===== config.mk =====
export PLATFORM = sky130hd
export DESIGN_NAME = ptx_front
export DESIGN_NICKNAME = d
export VERILOG_FILES = /design/src/rtl/ptx_pkg.sv /design/src/rtl/ptx_front.sv
export SDC_FILE = /design/constraint.sdc
export NUM_CORES = 1
export LEC_CHECK = 0
export ABC_AREA = 1
export BUFFER_PORTS_ARGS = -buffer_cell sky130_fd_sc_hd__buf_2
export CORE_AREA = 2 2 98 110
export CTS_CLUSTER_DIAMETER = 200
export CTS_CLUSTER_SIZE = 16
export DETAILED_ROUTE_END_ITERATION = 8
export DIE_AREA = 0 0 100 112
export HOLD_SLACK_MARGIN = 0.08
export SETUP_SLACK_MARGIN = 0.5
export SLEW_MARGIN = 20
export SYNTH_ARGS = -nofsm -noshare
export SYNTH_HDL_FRONTEND = slang
export SYNTH_SLANG_ARGS = --single-unit

===== constraint.sdc =====
create_clock -name clk -period 7.4 [get_ports clk]
set_input_delay 0.74 -clock clk [delete_from_list [all_inputs] [get_ports clk]]
set_output_delay 0.74 -clock clk [all_outputs]
set_load 0.01 [all_outputs]

===== src/rtl/ptx_pkg.sv =====
// ptx_pkg: shared constants, types and helpers for point_transform_4x4
// depends on nothing; used by every module under rtl/
`timescale 1ns / 1ps
`default_nettype none

package ptx_pkg;

	// datapath sizing
	localparam int DW     = 32;              // coordinate / coefficient width
	localparam int FB     = 16;              // fractional bits
	localparam int IO_W   = 32;              // port field width
	localparam int HALF_W = 32;              // coefficient slot inside a register
	localparam int REG_W  = 64;
	localparam int NREG   = 8;
	localparam int IDX_W  = $clog2(NREG);
	localparam int NCOL   = 4;
	localparam int NIN    = 3;

	localparam int PW     = 2 * DW;                          // one product
	localparam int ACC_W  = 2 * DW + 2;                      // sum of three products
	localparam int SHR_W  = ACC_W - FB;
	localparam int SW     = ((SHR_W > DW) ? SHR_W : DW) + 1; // column sum
	localparam int AW     = SW;                              // magnitude of a column sum
	localparam int HW     = AW + FB - DW;                    // dividend bits above the quotient
	localparam int CMP_W  = (HW > AW) ? HW : AW;

	localparam int QDEPTH = 2;                               // power of two
	localparam int QPTR_W = $clog2(QDEPTH);

	localparam logic [HALF_W-1:0] ONE = 1 << FB;

	typedef enum logic {
		OP_PERSP  = 1'b0,
		OP_AFFINE = 1'b1
	} op_t;

	typedef enum logic [IDX_W-1:0] {
		REG_ROW0_A,
		REG_ROW0_B,
		REG_ROW1_A,
		REG_ROW1_B,
		REG_ROW2_A,
		REG_ROW2_B,
		REG_ROW3_A,
		REG_ROW3_B
	} reg_idx_t;

	typedef logic [NREG-1:0][REG_W-1:0] cfg_regs_t;
	typedef logic signed [DW-1:0] dval_t;
	typedef logic signed [SW-1:0] sval_t;

	localparam dval_t DMAX = {1'b0, {(DW-1){1'b1}}};
	localparam dval_t DMIN = {1'b1, {(DW-1){1'b0}}};
	localparam sval_t SMAX = {{(SW-DW+1){1'b0}}, {(DW-1){1'b1}}};
	localparam sval_t SMIN = {{(SW-DW+1){1'b1}}, {(DW-1){1'b0}}};

	typedef struct packed {
		op_t                     opcode;
		logic signed [IO_W-1:0]  x_in;
		logic signed [IO_W-1:0]  y_in;
		logic signed [IO_W-1:0]  z_in;
	} in_t;

	typedef struct packed {
		logic signed [IO_W-1:0]  x_out;
		logic signed [IO_W-1:0]  y_out;
		logic signed [IO_W-1:0]  z_out;
		logic                    zero_w;
		logic                    saturated;
	} out_t;

	// classified item between front and back
	typedef struct packed {
		op_t   op;
		dval_t x;
		dval_t y;
		dval_t z;
	} fr_t;

	// column sums leaving the mac stages
	typedef struct packed {
		op_t                  op;
		sval_t [NCOL-1:0]     s;
	} cs_t;

	function automatic logic [REG_W-1:0] reg_reset_val(reg_idx_t idx);
		logic [REG_W-1:0] one_lo;
		logic [REG_W-1:0] one_hi;
		one_lo = REG_W'(ONE);
		one_hi = one_lo << HALF_W;
		case (idx)
			REG_ROW0_A: return one_lo;
			REG_ROW1_A: return one_hi;
			REG_ROW2_B: return one_lo;
			REG_ROW3_B: return one_hi;
			default:    return '0;
		endcase
	endfunction

	// matrix element m[r][c]: two per register, lower column in the low half
	function automatic dval_t coef(cfg_regs_t m, logic [1:0] r, logic [1:0] c);
		logic [REG_W-1:0] w;
		w = m[{r, c[1]}];
		return c[0] ? dval_t'(w[HALF_W +: DW]) : dval_t'(w[0 +: DW]);
	endfunction

endpackage

`default_nettype wire


===== src/rtl/ptx_front.sv =====
// ptx_front: input register, picks the working bits of each coordinate
// depends on ptx_pkg
`timescale 1ns / 1ps
`default_nettype none

module ptx_front (
	input  wire logic          clk,
	input  wire logic          arst_n,
	input  wire logic          in_valid,
	output      logic          in_ready,
	input  wire ptx_pkg::in_t  in_data,
	output      logic          fr_valid,
	input  wire logic          fr_ready,
	output      ptx_pkg::fr_t  fr_data
);

	logic         valid_q;
	ptx_pkg::fr_t data_q;

	assign in_ready = !valid_q || fr_ready;
	assign fr_valid = valid_q;
	assign fr_data  = data_q;

	always_ff @(posedge clk or negedge arst_n) begin
		if (!arst_n) begin
			valid_q <= 1'b0;
		end else if (in_ready) begin
			valid_q <= in_valid;
		end
	end

	always_ff @(posedge clk) begin
		if (in_valid && in_ready) begin
			data_q.op <= in_data.opcode;
			data_q.x  <= ptx_pkg::dval_t'(in_data.x_in);
			data_q.y  <= ptx_pkg::dval_t'(in_data.y_in);
			data_q.z  <= ptx_pkg::dval_t'(in_data.z_in);
		end
	end

endmodule

`default_nettype wire


==> metrics.cfg <==
[status]
run_status=complete, no violations

[route]
ant_nets=0
drc_errors=0
avgRoutedWirePerCell_um=15.1
detailed_route_iter0_violations=61
vias=1785
vias_per_cell=4.04
drt_pass1_iterations=4
routed_wl_mm=6.68

[global_route]
met1_routing_resource_usage_after_global_routing=0.133
via_count_of_the_first_global_routing_pass=1899
grt_antenna_before_repair=0
globalRouteMet3Util=0.0496
grt_use_total=0.118
grt-ovfl-total=0
grt_pass1_wl_mm=9.71
maximum_number_of_pins_on_one_net_before_global_route_repair=78
globalRouteMet2Util=0.197
grt.busiest_layer=met2

[setup_path]
critPathSlowestCell=buf_4
critical_path.max_fanout=77
worst_r2r_startpoint=fr_valid$_DFFE_PN0P_
critical_register_to_register_path_endpoint=fr_data[37]$_DFFE_PP_
internal_reg_to_reg_setup_slack_ns=5.11
r2r_cells=2
critical_path.startpoint_type=input port
critical_path_at_ns=2.35
cp_cell_sequence=buf_2, inv_1, a21oi_4, buf_4
critical-path-max-stage-delay_ns=0.86
cp-end-kind=flip-flop
critical_path_class=input port to flip-flop
worst-endpoint-required_ns=7.35

[clock_tree]
cts.path.max_buffers=2
tritoncts=yes
clock_sink_count=98
cts_hold_repair.buffers=0
htree_levels=3
clk_root_buffer_cell=clkbuf_16
cts_repair_resize_count=0
cts.clk_slew.worst_paths_ns=0.06
cts_buffers=9
post_cts.repair.setup_buffers=0
clock_latency_ns=0.33

[pwr]
vdd_drop_max_mv=0.108
power_density_nw_per_um2=261
switching_component_of_the_power_mw=0.232
clkPwrFrac=0.352
netSwitchingFraction=0.203
pwr-share-comb=0.074
p_int_mw=0.911
proportion_of_power_drawn_by_flip_flops_and_latches=0.573
power.static_leakage_nw=1.87

[placement]
last_weighted_congestion_value_of_the_routability_driven_placer=0.731
place_ws_ns=4.61
postPlaceCellArea_um2=4130
port_buffers=199
dpl.hpwl_mm=5.08

[sta]
fin_crit_ns=2.39
worst_slew_pin_slew_ns=0.957
tns_ns=0
skew_ns=0.00466
slew_headroom=0.362
max_freq_mhz=418
timing_max_transition_violations_final=0
post-route-period-util=0.324
setup_violations=0
setup_slack_ns=5.01
rsz0062_at_grt=false
hold_viol_final=0

[finish]
layout.nets=415
finalInstanceArea_um2=4380
area_delta_synth_final_pct=48.1
antenna_cells=0
final_layout_size_suffix_gt1_frac=0.668
commonest_non_fill_non_tap_cell_in_the_layout=buf_2
final_cell_mix=199 x buf_2, 97 x edfxtp_1, 9 x clkbuf_16, 3 x clkinv_2, 3 x clkbuf_1

[synth]
yosys_register_bits=98
synthesis.area_um2=2960
ys_seq_area_frac=0.993
synth_area_per_cell_um2=28.7
synth_warnings=0
postSynthCellCount=103
postSynthNetCount=204
synth_cell_type_count=5

[die]
std_cell_rows=39
pin_count=200
dieWidth_um=100
die_height_um=112
core_um2=10100
design.die.area_um2=11200
initial_utilization=0.291

[run]
timing.max_cap.violations=0

[min_path]
min_path_type=input port to async pin

## power groups by stage
stage / Clock [mW] / Sequential [mW] / Combinational, mW
final: 0.403 / 0.655 / 0.0849
after detailed placement: 0 / 0.668 / 0.0868
after global placement: 0 / 0.667 / 0.0851
after global routing: 0.442 / 0.658 / 0.0922
after floorplan: 0 / 0.689 / 0.0106
after CTS: 0.419 / 0.656 / 0.0868
## critical path: cells and delay by family
kind,cells,cell delay [ns]
compound gates,1,0.55
buf+inv,3,0.99
## kinds of logic (layout without fill, tap and decap cells)
family | Yosys count | in the layout | share of synthesized area
flops | 98 | 98 | 0.993
simple gates | 2 | 2 | 0.00254
buf+inv | 2 | 218 | 0.00254
compound gates | 1 | 1 | 0.00169
## worst max-delay path by stage
| stage | start | to | slack (ns) | cells past startpoint |
|---|---|---|---|---|
| 2_1_floorplan | in_valid | fr_data[0]$_DFFE_PP_ | 1.35 | 2 |
| 3_3_place_gp | fr_ready | fr_data[16]$_DFFE_PP_ | 4.68 | 4 |
| 3_5_place_dp | fr_ready | fr_data[16]$_DFFE_PP_ | 4.61 | 4 |
| 4_1_cts | fr_ready | fr_data[42]$_DFFE_PP_ | 4.97 | 4 |
| 5_1_grt | fr_ready | fr_data[8]$_DFFE_PP_ | 4.87 | 4 |
| 6_report | fr_ready | fr_data[37]$_DFFE_PP_ | 5.01 | 4 |
## sequential cells by signal, summed over array words and instances, names as in the netlist
name,cells
fr_valid,1
fr_data,97
## synth_stat cells
cell | instances | area share
edfxtp_1 | 97 | 0.98
nand2_1 | 2 | 0.0025
inv_1 | 2 | 0.0025
a21oi_1 | 1 | 0.0017
dfrtp_1 | 1 | 0.0085
## area by class of cell
type | count | area [um2]
clock inverter | 4 | 18.8
tap | 123 | 154
timing repair buffer | 200 | 1000
clock buffer | 12 | 236
multi-input combinational | 3 | 23.8
fill | 937 | 5770
inverter | 2 | 7.51
sequential | 98 | 2940
## layer usage
| metal | wire length, um | vias up |
|---|---|---|
| li1 | - | 831 |
| met1 | 2540 | 839 |
| met2 | 3390 | 104 |
| met3 | 608 | 11 |
| met4 | 129 | 0 |
| met5 | 0 | - |
## through the flow
stage	util	power [mW]	cells	hold WS (ns)
after floorplan	-	0.699	103	0.444
after global placement	0.407	0.752	426	0.522
after detailed placement	0.407	0.755	426	0.519
after CTS	0.432	1.16	442	0.160
after global routing	0.432	1.19	442	0.161
final	0.432	1.14	442	0.179
Note: power is estimated with default switching activity, not from simulation.
