**config.mk**
```make
export PLATFORM = sky130hd
export DESIGN_NAME = ptx_queue
export DESIGN_NICKNAME = d
export VERILOG_FILES = /design/src/rtl/ptx_pkg.sv /design/src/rtl/ptx_queue.sv
export SDC_FILE = /design/constraint.sdc
export NUM_CORES = 1
export LEC_CHECK = 0
export BUFFER_PORTS_ARGS = -buffer_cell sky130_fd_sc_hd__buf_2
export CORE_MARGIN = 1
export CORE_UTILIZATION = 56
export DETAILED_ROUTE_END_ITERATION = 12
export PLACE_DENSITY = 0.82
export SETUP_SLACK_MARGIN = 0.05
export SYNTH_ARGS = -nofsm -noshare
export SYNTH_HDL_FRONTEND = slang
export SYNTH_SLANG_ARGS = --single-unit
```
**constraint.sdc**
```tcl
create_clock -name clk -period 13.9 [get_ports clk]
set_input_delay 0 -clock clk [delete_from_list [all_inputs] [get_ports clk]]
set_output_delay 0 -clock clk [all_outputs]
set_load 0.1 [all_outputs]
```
**src/rtl/ptx_pkg.sv**
```systemverilog
// ptx_pkg: shared constants, types and helpers for point_transform_4x4
// depends on nothing; used by every module under rtl/
`timescale 1ns / 1ps
`default_nettype none

package ptx_pkg;

	// datapath sizing
	localparam int DW     = 32;              // coordinate / coefficient width
	localparam int FB     = 16;              // fractional bits
	localparam int IO_W   = 32;              // port field width
	localparam int HALF_W = 32;              // coefficient slot inside a register
	localparam int REG_W  = 64;
	localparam int NREG   = 8;
	localparam int IDX_W  = $clog2(NREG);
	localparam int NCOL   = 4;
	localparam int NIN    = 3;

	localparam int PW     = 2 * DW;                          // one product
	localparam int ACC_W  = 2 * DW + 2;                      // sum of three products
	localparam int SHR_W  = ACC_W - FB;
	localparam int SW     = ((SHR_W > DW) ? SHR_W : DW) + 1; // column sum
	localparam int AW     = SW;                              // magnitude of a column sum
	localparam int HW     = AW + FB - DW;                    // dividend bits above the quotient
	localparam int CMP_W  = (HW > AW) ? HW : AW;

	localparam int QDEPTH = 2;                               // power of two
	localparam int QPTR_W = $clog2(QDEPTH);

	localparam logic [HALF_W-1:0] ONE = 1 << FB;

	typedef enum logic {
		OP_PERSP  = 1'b0,
		OP_AFFINE = 1'b1
	} op_t;

	typedef enum logic [IDX_W-1:0] {
		REG_ROW0_A,
		REG_ROW0_B,
		REG_ROW1_A,
		REG_ROW1_B,
		REG_ROW2_A,
		REG_ROW2_B,
		REG_ROW3_A,
		REG_ROW3_B
	} reg_idx_t;

	typedef logic [NREG-1:0][REG_W-1:0] cfg_regs_t;
	typedef logic signed [DW-1:0] dval_t;
	typedef logic signed [SW-1:0] sval_t;

	localparam dval_t DMAX = {1'b0, {(DW-1){1'b1}}};
	localparam dval_t DMIN = {1'b1, {(DW-1){1'b0}}};
	localparam sval_t SMAX = {{(SW-DW+1){1'b0}}, {(DW-1){1'b1}}};
	localparam sval_t SMIN = {{(SW-DW+1){1'b1}}, {(DW-1){1'b0}}};

	typedef struct packed {
		op_t                     opcode;
		logic signed [IO_W-1:0]  x_in;
		logic signed [IO_W-1:0]  y_in;
		logic signed [IO_W-1:0]  z_in;
	} in_t;

	typedef struct packed {
		logic signed [IO_W-1:0]  x_out;
		logic signed [IO_W-1:0]  y_out;
		logic signed [IO_W-1:0]  z_out;
		logic                    zero_w;
		logic                    saturated;
	} out_t;

	// classified item between front and back
	typedef struct packed {
		op_t   op;
		dval_t x;
		dval_t y;
		dval_t z;
	} fr_t;

	// column sums leaving the mac stages
	typedef struct packed {
		op_t                  op;
		sval_t [NCOL-1:0]     s;
	} cs_t;

	function automatic logic [REG_W-1:0] reg_reset_val(reg_idx_t idx);
		logic [REG_W-1:0] one_lo;
		logic [REG_W-1:0] one_hi;
		one_lo = REG_W'(ONE);
		one_hi = one_lo << HALF_W;
		case (idx)
			REG_ROW0_A: return one_lo;
			REG_ROW1_A: return one_hi;
			REG_ROW2_B: return one_lo;
			REG_ROW3_B: return one_hi;
			default:    return '0;
		endcase
	endfunction

	// matrix element m[r][c]: two per register, lower column in the low half
	function automatic dval_t coef(cfg_regs_t m, logic [1:0] r, logic [1:0] c);
		logic [REG_W-1:0] w;
		w = m[{r, c[1]}];
		return c[0] ? dval_t'(w[HALF_W +: DW]) : dval_t'(w[0 +: DW]);
	endfunction

endpackage

`default_nettype wire

```
**src/rtl/ptx_queue.sv**
```systemverilog
// ptx_queue: short flop queue between the front and the back
// depends on ptx_pkg
`timescale 1ns / 1ps
`default_nettype none

module ptx_queue (
	input  wire logic          clk,
	input  wire logic          arst_n,
	input  wire logic          push_valid,
	output      logic          push_ready,
	input  wire ptx_pkg::fr_t  push_data,
	output      logic          pop_valid,
	input  wire logic          pop_ready,
	output      ptx_pkg::fr_t  pop_data
);

	ptx_pkg::fr_t                    mem_q [ptx_pkg::QDEPTH];
	logic [ptx_pkg::QPTR_W-1:0]      wr_q;
	logic [ptx_pkg::QPTR_W-1:0]      rd_q;
	logic [ptx_pkg::QPTR_W:0]        cnt_q;
	logic                            push;
	logic                            pop;

	assign push_ready = cnt_q != (ptx_pkg::QPTR_W+1)'(ptx_pkg::QDEPTH);
	assign pop_valid  = cnt_q != '0;
	assign pop_data   = mem_q[rd_q];
	assign push       = push_valid && push_ready;
	assign pop        = pop_valid && pop_ready;

	always_ff @(posedge clk or negedge arst_n) begin
		if (!arst_n) begin
			wr_q  <= '0;
			rd_q  <= '0;
			cnt_q <= '0;
		end else begin
			if (push) wr_q <= wr_q + 1'b1;
			if (pop)  rd_q <= rd_q + 1'b1;
			if (push && !pop)      cnt_q <= cnt_q + 1'b1;
			else if (pop && !push) cnt_q <= cnt_q - 1'b1;
		end
	end

	always_ff @(posedge clk) begin
		if (push) mem_q[wr_q] <= push_data;
	end

endmodule

`default_nettype wire

```
==> results of run 1 <==
[worst max-delay path by stage]
stage | startpoint | end | depth (start not counted)
floorplan | cnt_q[0] | mem_q[0][0] | 3
global placement | rd_q | pop_data[43] | 3
detailed placement | cnt_q[0] | mem_q[0][56] | 4
CTS | rd_q | pop_data[40] | 3
global route | rd_q | pop_data[44] | 3
finish | rd_q | pop_data[44] | 3
[sequential cells by signal, summed over array words and instances, names as in the netlist]
| signal | flops |
|---|---|
| wr_q | 1 |
| rd_q | 1 |
| cnt_q | 2 |
| mem_q | 194 |
[metrics by stage]
stage / hold slack, ns / instance area (sq um) / cells / util (%)
after floorplan: -0.2956 / 7267 / 320 / -
after CTS: 0.2751 / 10040 / 816 / 79.56
after global routing: 0.2849 / 10040 / 816 / 79.56
final: 0.2930 / 10040 / 816 / 79.56
after global placement: -0.1801 / 8437 / 683 / 66.86
after detailed placement: -0.1823 / 8437 / 683 / 66.86
[cells in the mapped netlist]
master      n
or2_2       1
edfxtp_1  194
ha_1        1
inv_1       1
dfrtp_1     4
nand2b_1    1
mux2_4     20
mux2_2     77
xor2_1      2
and3_1      1
buf_2       7
xnor2_1     3
nand2_1     2
buf_6       4
nor2_1      2
[logic make-up (layout without fill, tap and decap cells)]
group	Yosys count	in the layout
and+or+nand+nor	7	7
DFF	198	198
buffers and inverters	12	336
adders and majority gates	1	1
xor gates and xnor gates	5	5
muxes	97	97
[layer usage]
layer,up-vias,part of all wire (%)
li1,1896,-
met1,2016,37
met2,196,53
met3,39,7.2
met4,0,2.9
met5,-,0
[repair_timing]
item                                    4_1_cts  5_1_grt
hold buffers                                101        0
setup buffers                                 0        0
endpoints found under the hold margin       200        0
endpoints found under the setup margin        0        0
[worst register-to-register path, cell delays in order, from the launching register on]
cell and delay (ns):
dfrtp_1 0.41, nand2b_1 0.18, nand2_1 0.16, nor2_4 0.27
buf_4 0.92
[area by class of cell]
cell class / count / area, sq um
flip-flops and latches: 198 / 5929
fillers: 658 / 2580
repair buffers: 303 / 2029
multi-input cells: 110 / 1270
clock buffers: 17 / 425.4
well taps: 172 / 215.2
clock inverters: 15 / 166.4
inverters: 1 / 3.754
==> metrics.txt, run 1 <==
status=complete, no violations; main combinational cell family by area after synthesis=multiplexers; WP buf/inv=2; sequential fraction of the synthesis area=81.54%; worst slew pin tran=1.148 ns; Max-Cap Viols=0; period utilization=20.21%; Nets=733; critical path type=reg -> out; Synth Instances=320; DIE AREA=13,440 sq um; Hold Fails Final Rpt=0; TritonCTS clock tree=done; vias in the first global route=4,428; synthesized area=7267 sq um; first-pass GRT wire length=22.14 mm; Syn. warnings=0; DRT Wirelength=14.92 mm; layout cell share with drive strength beyond 1=52.02%; Worst Setup End Kind=output port; initial antenna violation count=0; clk root buf=clkbuf_16; hold path endpoint=mem_q[0][58]; DRC=0; WP data required=13.90 ns; Reg2Reg Setup Slack=11.51 ns; final setup fails=0; hold depth=2; CTS buffer count=17; synth top area cells=edfxtp_1 (80%), mux2_2 (12%), mux2_4 (4.1%), dfrtp_1 (1.4%), buf_6 (0.62%); crit path cell chain=buf_4 -> mux2_2 -> buf_2; worst endpoint data arrival time=2.81 ns; count of clock tree sinks=198; pre-CTS WS=11.54 ns; Die X=115.9 um; reg-to-reg endpoint=mem_q[0][28]; GR Util met3=7.322%; worst r2r src=cnt_q[0]; Clock Skew=0.01128 ns; post-synthesis simple-gate area fraction=0.4649%; post-synthesis xor/xnor area fraction=0.6026%; routing usage on met1=25.46%; slowest stage delay, CP=0.78 ns; GRT Resource Usage Total=23.14%; Core Rows=41; final setup TNS=0 ns; Reg clk slew, reported paths=0.07 ns; commonest non-fill, non-tap cells in the layout=buf_2 (199), edfxtp_1 (194), dlygate4sd3_1 (101); Reg2Reg Depth=4; GRT busiest layer=met2; CTS max path bufs=2; post-synth top area share=80.17%; grt ovf=0; Unique masters post-synth=15; Final WS setup=11.09 ns; n_diodes=0; GPL Wtd Cong=0.7289; worst hold path class=in -> reg; post-DR wirelength/cell=18.29 um; Die H=115.9 um; remaining antenna violation count=0; Worst-Skew Late Latency=0.42 ns; post-CTS sizing=0; H-tree depth=4; final HPWL from detailed placement=7.956 mm; largest area contributor in the netlist=edfxtp_1; Yosys reg bits=198; crit-path max FO=63; Slew headroom=23.44%; RSZ-0062 raised after global routing=false; via-per-instance ratio=5.082; Final Max Tran Viols=0; initial core utilization=57.58%; core area=12,620 sq um; most common cell after layout, fill and taps aside=buf_2; port buffer count=199; post-synthesis compound-gate area fraction=0%; Synth Area in Adders=0.1722%; grt met2 use=40.87%; slowest CP cell=dfrtp_4; min Tclk post-route=2.809 ns; Peak Freq=356.0 MHz; DRC violation total after the first TritonRoute iteration=309; pin count of the biggest net entering global routing=89; Worst Setup Start Kind=flop; DRT Pass-1 Iters=4; Syn Nets=422; multiplexer area fraction after synthesis=16.06%; Hold Path Origin=push_data[58]; via count=4,147; syn avg cell area=22.71 sq um; area delta synth->final=38.15%; I/O pins=200; cell family with most CP delay=buffers and inverters
Power of run 1 is left out: the tool's default activity adds up to more than one toggle a clock period on the data nets, which glitch-free logic cannot reach.
==> run 2: changes to the inputs <==
--- a/config.mk
+++ b/config.mk
@@ -7,9 +7,9 @@
 export LEC_CHECK = 0
 export BUFFER_PORTS_ARGS = -buffer_cell sky130_fd_sc_hd__buf_2
 export CORE_MARGIN = 1
-export CORE_UTILIZATION = 56
+export CORE_UTILIZATION = 52
 export DETAILED_ROUTE_END_ITERATION = 12
-export PLACE_DENSITY = 0.82
+export PLACE_DENSITY = 0.76
 export SETUP_SLACK_MARGIN = 0.05
 export SYNTH_ARGS = -nofsm -noshare
 export SYNTH_HDL_FRONTEND = slang
==> constraint.sdc (replaced) <==
create_clock -name clk -period 2.8 [get_ports clk]
set_input_delay 0 -clock clk [delete_from_list [all_inputs] [get_ports clk]]
set_output_delay 0 -clock clk [all_outputs]
set_load 0.1 [all_outputs]
==> run 2 against run 1 <==
  * Sequential share of layout area fell by 0.93 points
  * Largest cell class unchanged
  * Sequential cell count did not move
  * Design area rose by 1.6%
  * Critical path depth did not move
  * Global-route usage fell by 1.4 points
  * Die area rose by 7.6%
  * Final cell count rose by 1.1%
  * Non-clock buffer count rose by 5
  * Via count fell by 0.80%
  * Core utilization fell by 3.7 points
  * Register-to-register slack got worse by 11 ns
  * First-iteration DRC count did not move
  * Critical path type unchanged
==> metrics.txt, run 2 (synthesis gave the netlist of run 1 again) <==
status=complete, no violations; DRC=0; GPL Wtd Cong=0.7169; vias in the first global route=4,552; H-tree depth=4; min Tclk post-route=2.229 ns; met1 WL=5.821 mm; Worst-Skew Late Latency=0.43 ns; final HPWL from detailed placement=8.640 mm; fillcell total=795; Worst Setup End Kind=output port; max reg flops=194; most common cell after layout, fill and taps aside=buf_2; crit path cell chain=buf_4 -> mux2_2 -> buf_2; CTS buffer count=17; Slew headroom=59.07%; slowest CP cell=dfrtp_4; DIE AREA=14,450 sq um; GRT Resource Usage Total=21.73%; Worst Setup Start Kind=flop; I/O pins=200; period utilization=79.59%; worst slew pin tran=0.6140 ns; crit-path max FO=36; Peak Freq=448.7 MHz; initial core utilization=54.02%; Nets=738; port buffer count=199; WP data required=2.80 ns; remaining antenna violation count=0; top layer in use=met4; WP buf/inv=2; count of clock tree sinks=198; final setup fails=0; TritonCTS clock tree=done; slowest stage delay, CP=0.82 ns; RSZ-0062 raised after global routing=false; commonest non-fill, non-tap cells in the layout=buf_2 (199), edfxtp_1 (194), dlygate4sd3_1 (101); Reg clk slew, reported paths=0.07 ns; critical path type=reg -> out; cell family with most CP delay=flip-flops; Die H=120.2 um; routed wl met3=1.021 mm; Inst Count DP=692; Clock Skew=0.007269 ns; grt ovf=0; Die X=120.2 um; pin count of the biggest net entering global routing=66; Routed met2 length=7.704 mm; via count=4,114; final setup TNS=0 ns; core area=13,450 sq um; largest registers=mem_q: 194 flops, cnt_q: 2 flops; Max-Cap Viols=0; DRT Pass-1 Iters=6; area delta synth->final=40.37%; CTS max path bufs=2; first-pass GRT wire length=23.01 mm; layout cell share with drive strength beyond 1=52.39%; via-per-instance ratio=4.987; Final Max Tran Viols=0; DRT Wirelength=14.90 mm; n_diodes=0; Core Rows=42; clk root buf=clkbuf_16; DRC violation total after the first TritonRoute iteration=309; post-CTS sizing=0; Top reg by flops=mem_q; non-filler cells, final=825; post-DR wirelength/cell=18.06 um; worst hold path class=in -> reg; worst endpoint data arrival time=2.23 ns; Util after Layout=75.83%; initial antenna violation count=0; Hold Fails Final Rpt=0
## run 2: per-layer routing
metal,vias to the layer above,global-route usage [%]
met3,33,6.368
li1,1903,-
met5,-,0
met1,2011,24.25
met4,0,10.65
met2,167,38.00
## run 2: through the flow
step	hold slack, ns	setup slack, ns	cell area [sq um]
floorplan	-0.2956	0.05000	7286
global placement	-0.1852	1.054	8552
detailed placement	-0.1842	1.020	8552
CTS	0.2734	0.5493	10200
global route	0.2887	0.4896	10200
finish	0.2970	0.5714	10200
## run 2: area by class of cell
type	instances	area [sq um]	area share (%)
Timing Repair Buffer	308	2130	20.88
Inverter	1	3.754	0.03680
Clock buffer	19	432.9	4.244
Sequential cell	198	5929	58.13
Clock inverter	13	205.2	2.012
Tap cell	176	220.2	2.159
Multi-Input combinational cell	110	1280	12.55
## run 2: repair_timing
action                    in CTS  in global routing
hold endpoints to repair     200                  0
hold buffers                 101                  0
buffers inserted               0                  0
## run 2: path summary, 6_finish.rpt
check / from / endpoint / slack, ns / depth (start not counted)
worst max-delay path: rd_q / pop_data[10] / 0.57 / 3
worst min-delay path: push_data[72] / mem_q[0][72] / 0.30 / 2
worst max register to register: cnt_q[0] / mem_q[1][23] / 0.99 / 3
worst min register to register: cnt_q[0] / cnt_q[0] / 0.57 / 1
max in group asynchronous: arst_n / rd_q / 2.14 / 3
min in group asynchronous: arst_n / rd_q / 0.47 / 3
## run 2: worst reg2reg max path, stage by stage, from the launching register on
cell and delay, ns:
dfrtp_1 0.43, nand2b_4 0.18, and3_4 0.55, buf_12 0.32
Power of run 2 is left out for the same reason.
==> run 3: changes to the inputs <==
--- a/config.mk
+++ b/config.mk
@@ -7,9 +7,9 @@
 export LEC_CHECK = 0
 export BUFFER_PORTS_ARGS = -buffer_cell sky130_fd_sc_hd__buf_2
 export CORE_MARGIN = 1
-export CORE_UTILIZATION = 52
+export CORE_UTILIZATION = 47
 export DETAILED_ROUTE_END_ITERATION = 12
-export PLACE_DENSITY = 0.76
+export PLACE_DENSITY = 0.73
 export SETUP_SLACK_MARGIN = 0.05
 export SYNTH_ARGS = -nofsm -noshare
 export SYNTH_HDL_FRONTEND = slang
==> constraint.sdc (replaced) <==
create_clock -name clk -period 1.93 [get_ports clk]
set_input_delay 0 -clock clk [delete_from_list [all_inputs] [get_ports clk]]
set_output_delay 0 -clock clk [all_outputs]
set_load 0.1 [all_outputs]
==> run 3 against run 2 <==
  * Core utilization down 7.1 points
  * Final cell count up 1.3%
  * Critical endpoint is now pop_data[73]
  * Hold slack worse by 0.0015 ns
  * Non-clock buffer count down 1
  * Sequential cell count unchanged
  * First-iteration DRC count down 21%
  * Global-route usage down 2.8 points
  * Count of clock-buffer cells in the layout down 2
  * Critical path depth unchanged
  * Worst setup slack worse by 0.49 ns
  * Design area up 2.1%
==> metrics.txt, run 3 (synthesis gave the netlist of run 1 again) <==
clk root buf=clkbuf_16; Slew headroom=66.12%; crit-path max FO=34; Nets=737; initial antenna violation count=0; Die X=126.3 um; DRC=0; slowest stage delay, CP=0.52 ns; Top reg by flops=mem_q; Hold Fails Final Rpt=0; Hold Path Origin=push_data[69]; DRT Wirelength=14.81 mm; critical path type=reg -> out; Max-Cap Viols=0; via count=4,085; layout cell share with drive strength beyond 1=52.62%; commonest non-fill, non-tap cells in the layout=edfxtp_1 (194), buf_2 (164), dlygate4sd3_1 (101); remaining antenna violation count=0; DRC violation total after the first TritonRoute iteration=245; slowest CP cell=dfrtp_4; TritonCTS clock tree=done; count of clock tree sinks=198; post-layout instance area=10,410 sq um; post-DR wirelength/cell=17.71 um; port buffer count=199; DRT Pass-1 Iters=4; GRT Resource Usage Total=18.97%; WP data required=1.93 ns; final HPWL from detailed placement=8.365 mm; final setup fails=0; RSZ-0062 raised after global routing=true; Peak Freq=540.3 MHz; DIE AREA=15,960 sq um; Worst Setup Start Kind=flop; worst slew pin tran=0.5118 ns; Worst-Skew Late Latency=0.43 ns; n_diodes=0; initial core utilization=47.98%; Final Max Tran Viols=0; GPL Wtd Cong=0.6689; vias in the first global route=4,494; Worst Setup End Kind=output port; H-tree depth=4; worst hold path class=in -> reg; most common cell after layout, fill and taps aside=edfxtp_1; CTS buffer count=17; Clock Skew=0.009588 ns; worst r2r src=cnt_q[0]; placed inst area=8665 sq um; Die H=126.3 um; core area=15,150 sq um; Post CTS Setup Buffer Count=0; first-pass GRT wire length=22.45 mm; pin count of the biggest net entering global routing=64; Reg clk slew, reported paths=0.07 ns; Setup crit start=rd_q; grt ovf=0; period utilization=95.90%; I/O pins=200; status=complete, no violations; largest registers=mem_q: 194 flops, cnt_q: 2 flops; area delta synth->final=43.29%; crit path cell chain=buf_12 -> mux2_2 -> buf_2; worst endpoint data arrival time=1.85 ns; max reg flops=194; min Tclk post-route=1.851 ns; via-per-instance ratio=4.886; CTS max path bufs=2; Core Rows=45
-- run 3: timing repair --
item                                    CTS  global route
pin swaps                                 0             0
endpoints found under the setup margin    1            30
endpoints found under the hold margin   200             0
hold buffers                            101             0
gates resized for setup                   1            29
-- run 3: worst paths after layout --
path	endpoint	slack, ns	cells after the start
max	pop_data[73]	0.08	3
min	mem_q[0][69]	0.30	2
max reg2reg	mem_q[0][58]	0.39	4
min reg2reg	cnt_q[0]	0.54	1
max in group asynchronous	rd_q	1.24	3
min in group asynchronous	wr_q	0.49	3
-- run 3: critical path: cells and delay by family, from the launching register on --
kind	cells	cell delay, ns
buffers and inverters	2	0.61
DFF	1	0.52
muxes	1	0.27
-- run 3: final cells by class --
type                    instances  area, sq um
fillers                       935         4733
clock buffers                  17        425.4
flip-flops and latches        198         5929
repair buffers                307         2297
well taps                     188        235.2
multi-input cells             110         1285
inverters                       1        3.754
clock inverters                15        236.5
-- run 3: stage by stage --
| step | hold WS, ns | util [%] | setup TNS [ns] | setup slack (ns) | std cells |
|---|---|---|---|---|---|
| 2_1_floorplan | -0.2956 | - | -128.77 | -0.7804 | 320 |
| 6_report | 0.2955 | 68.75 | 0 | 0.07908 | 836 |
| 3_3_place_gp | -0.1898 | 57.21 | 0 | 0.4557 | 703 |
| 3_5_place_dp | -0.1854 | 57.21 | 0 | 0.4089 | 703 |
| 4_1_cts | 0.2680 | 68.27 | 0 | 0.05287 | 836 |
| 5_1_grt | 0.2817 | 68.75 | 0 | 0.02540 | 836 |
-- run 3: layer usage --
layer | wire length (um) | global-route usage (%) | up-vias | part of all wire (%)
li1 | - | - | 1900 | -
met1 | 5851 | 20.90 | 1986 | 40
met4 | 346 | 8.363 | 0 | 2.3
met2 | 7603 | 33.77 | 173 | 51
met5 | 0 | 0 | - | 0
met3 | 1006 | 5.905 | 26 | 6.8
Power of run 3 is left out for the same reason.
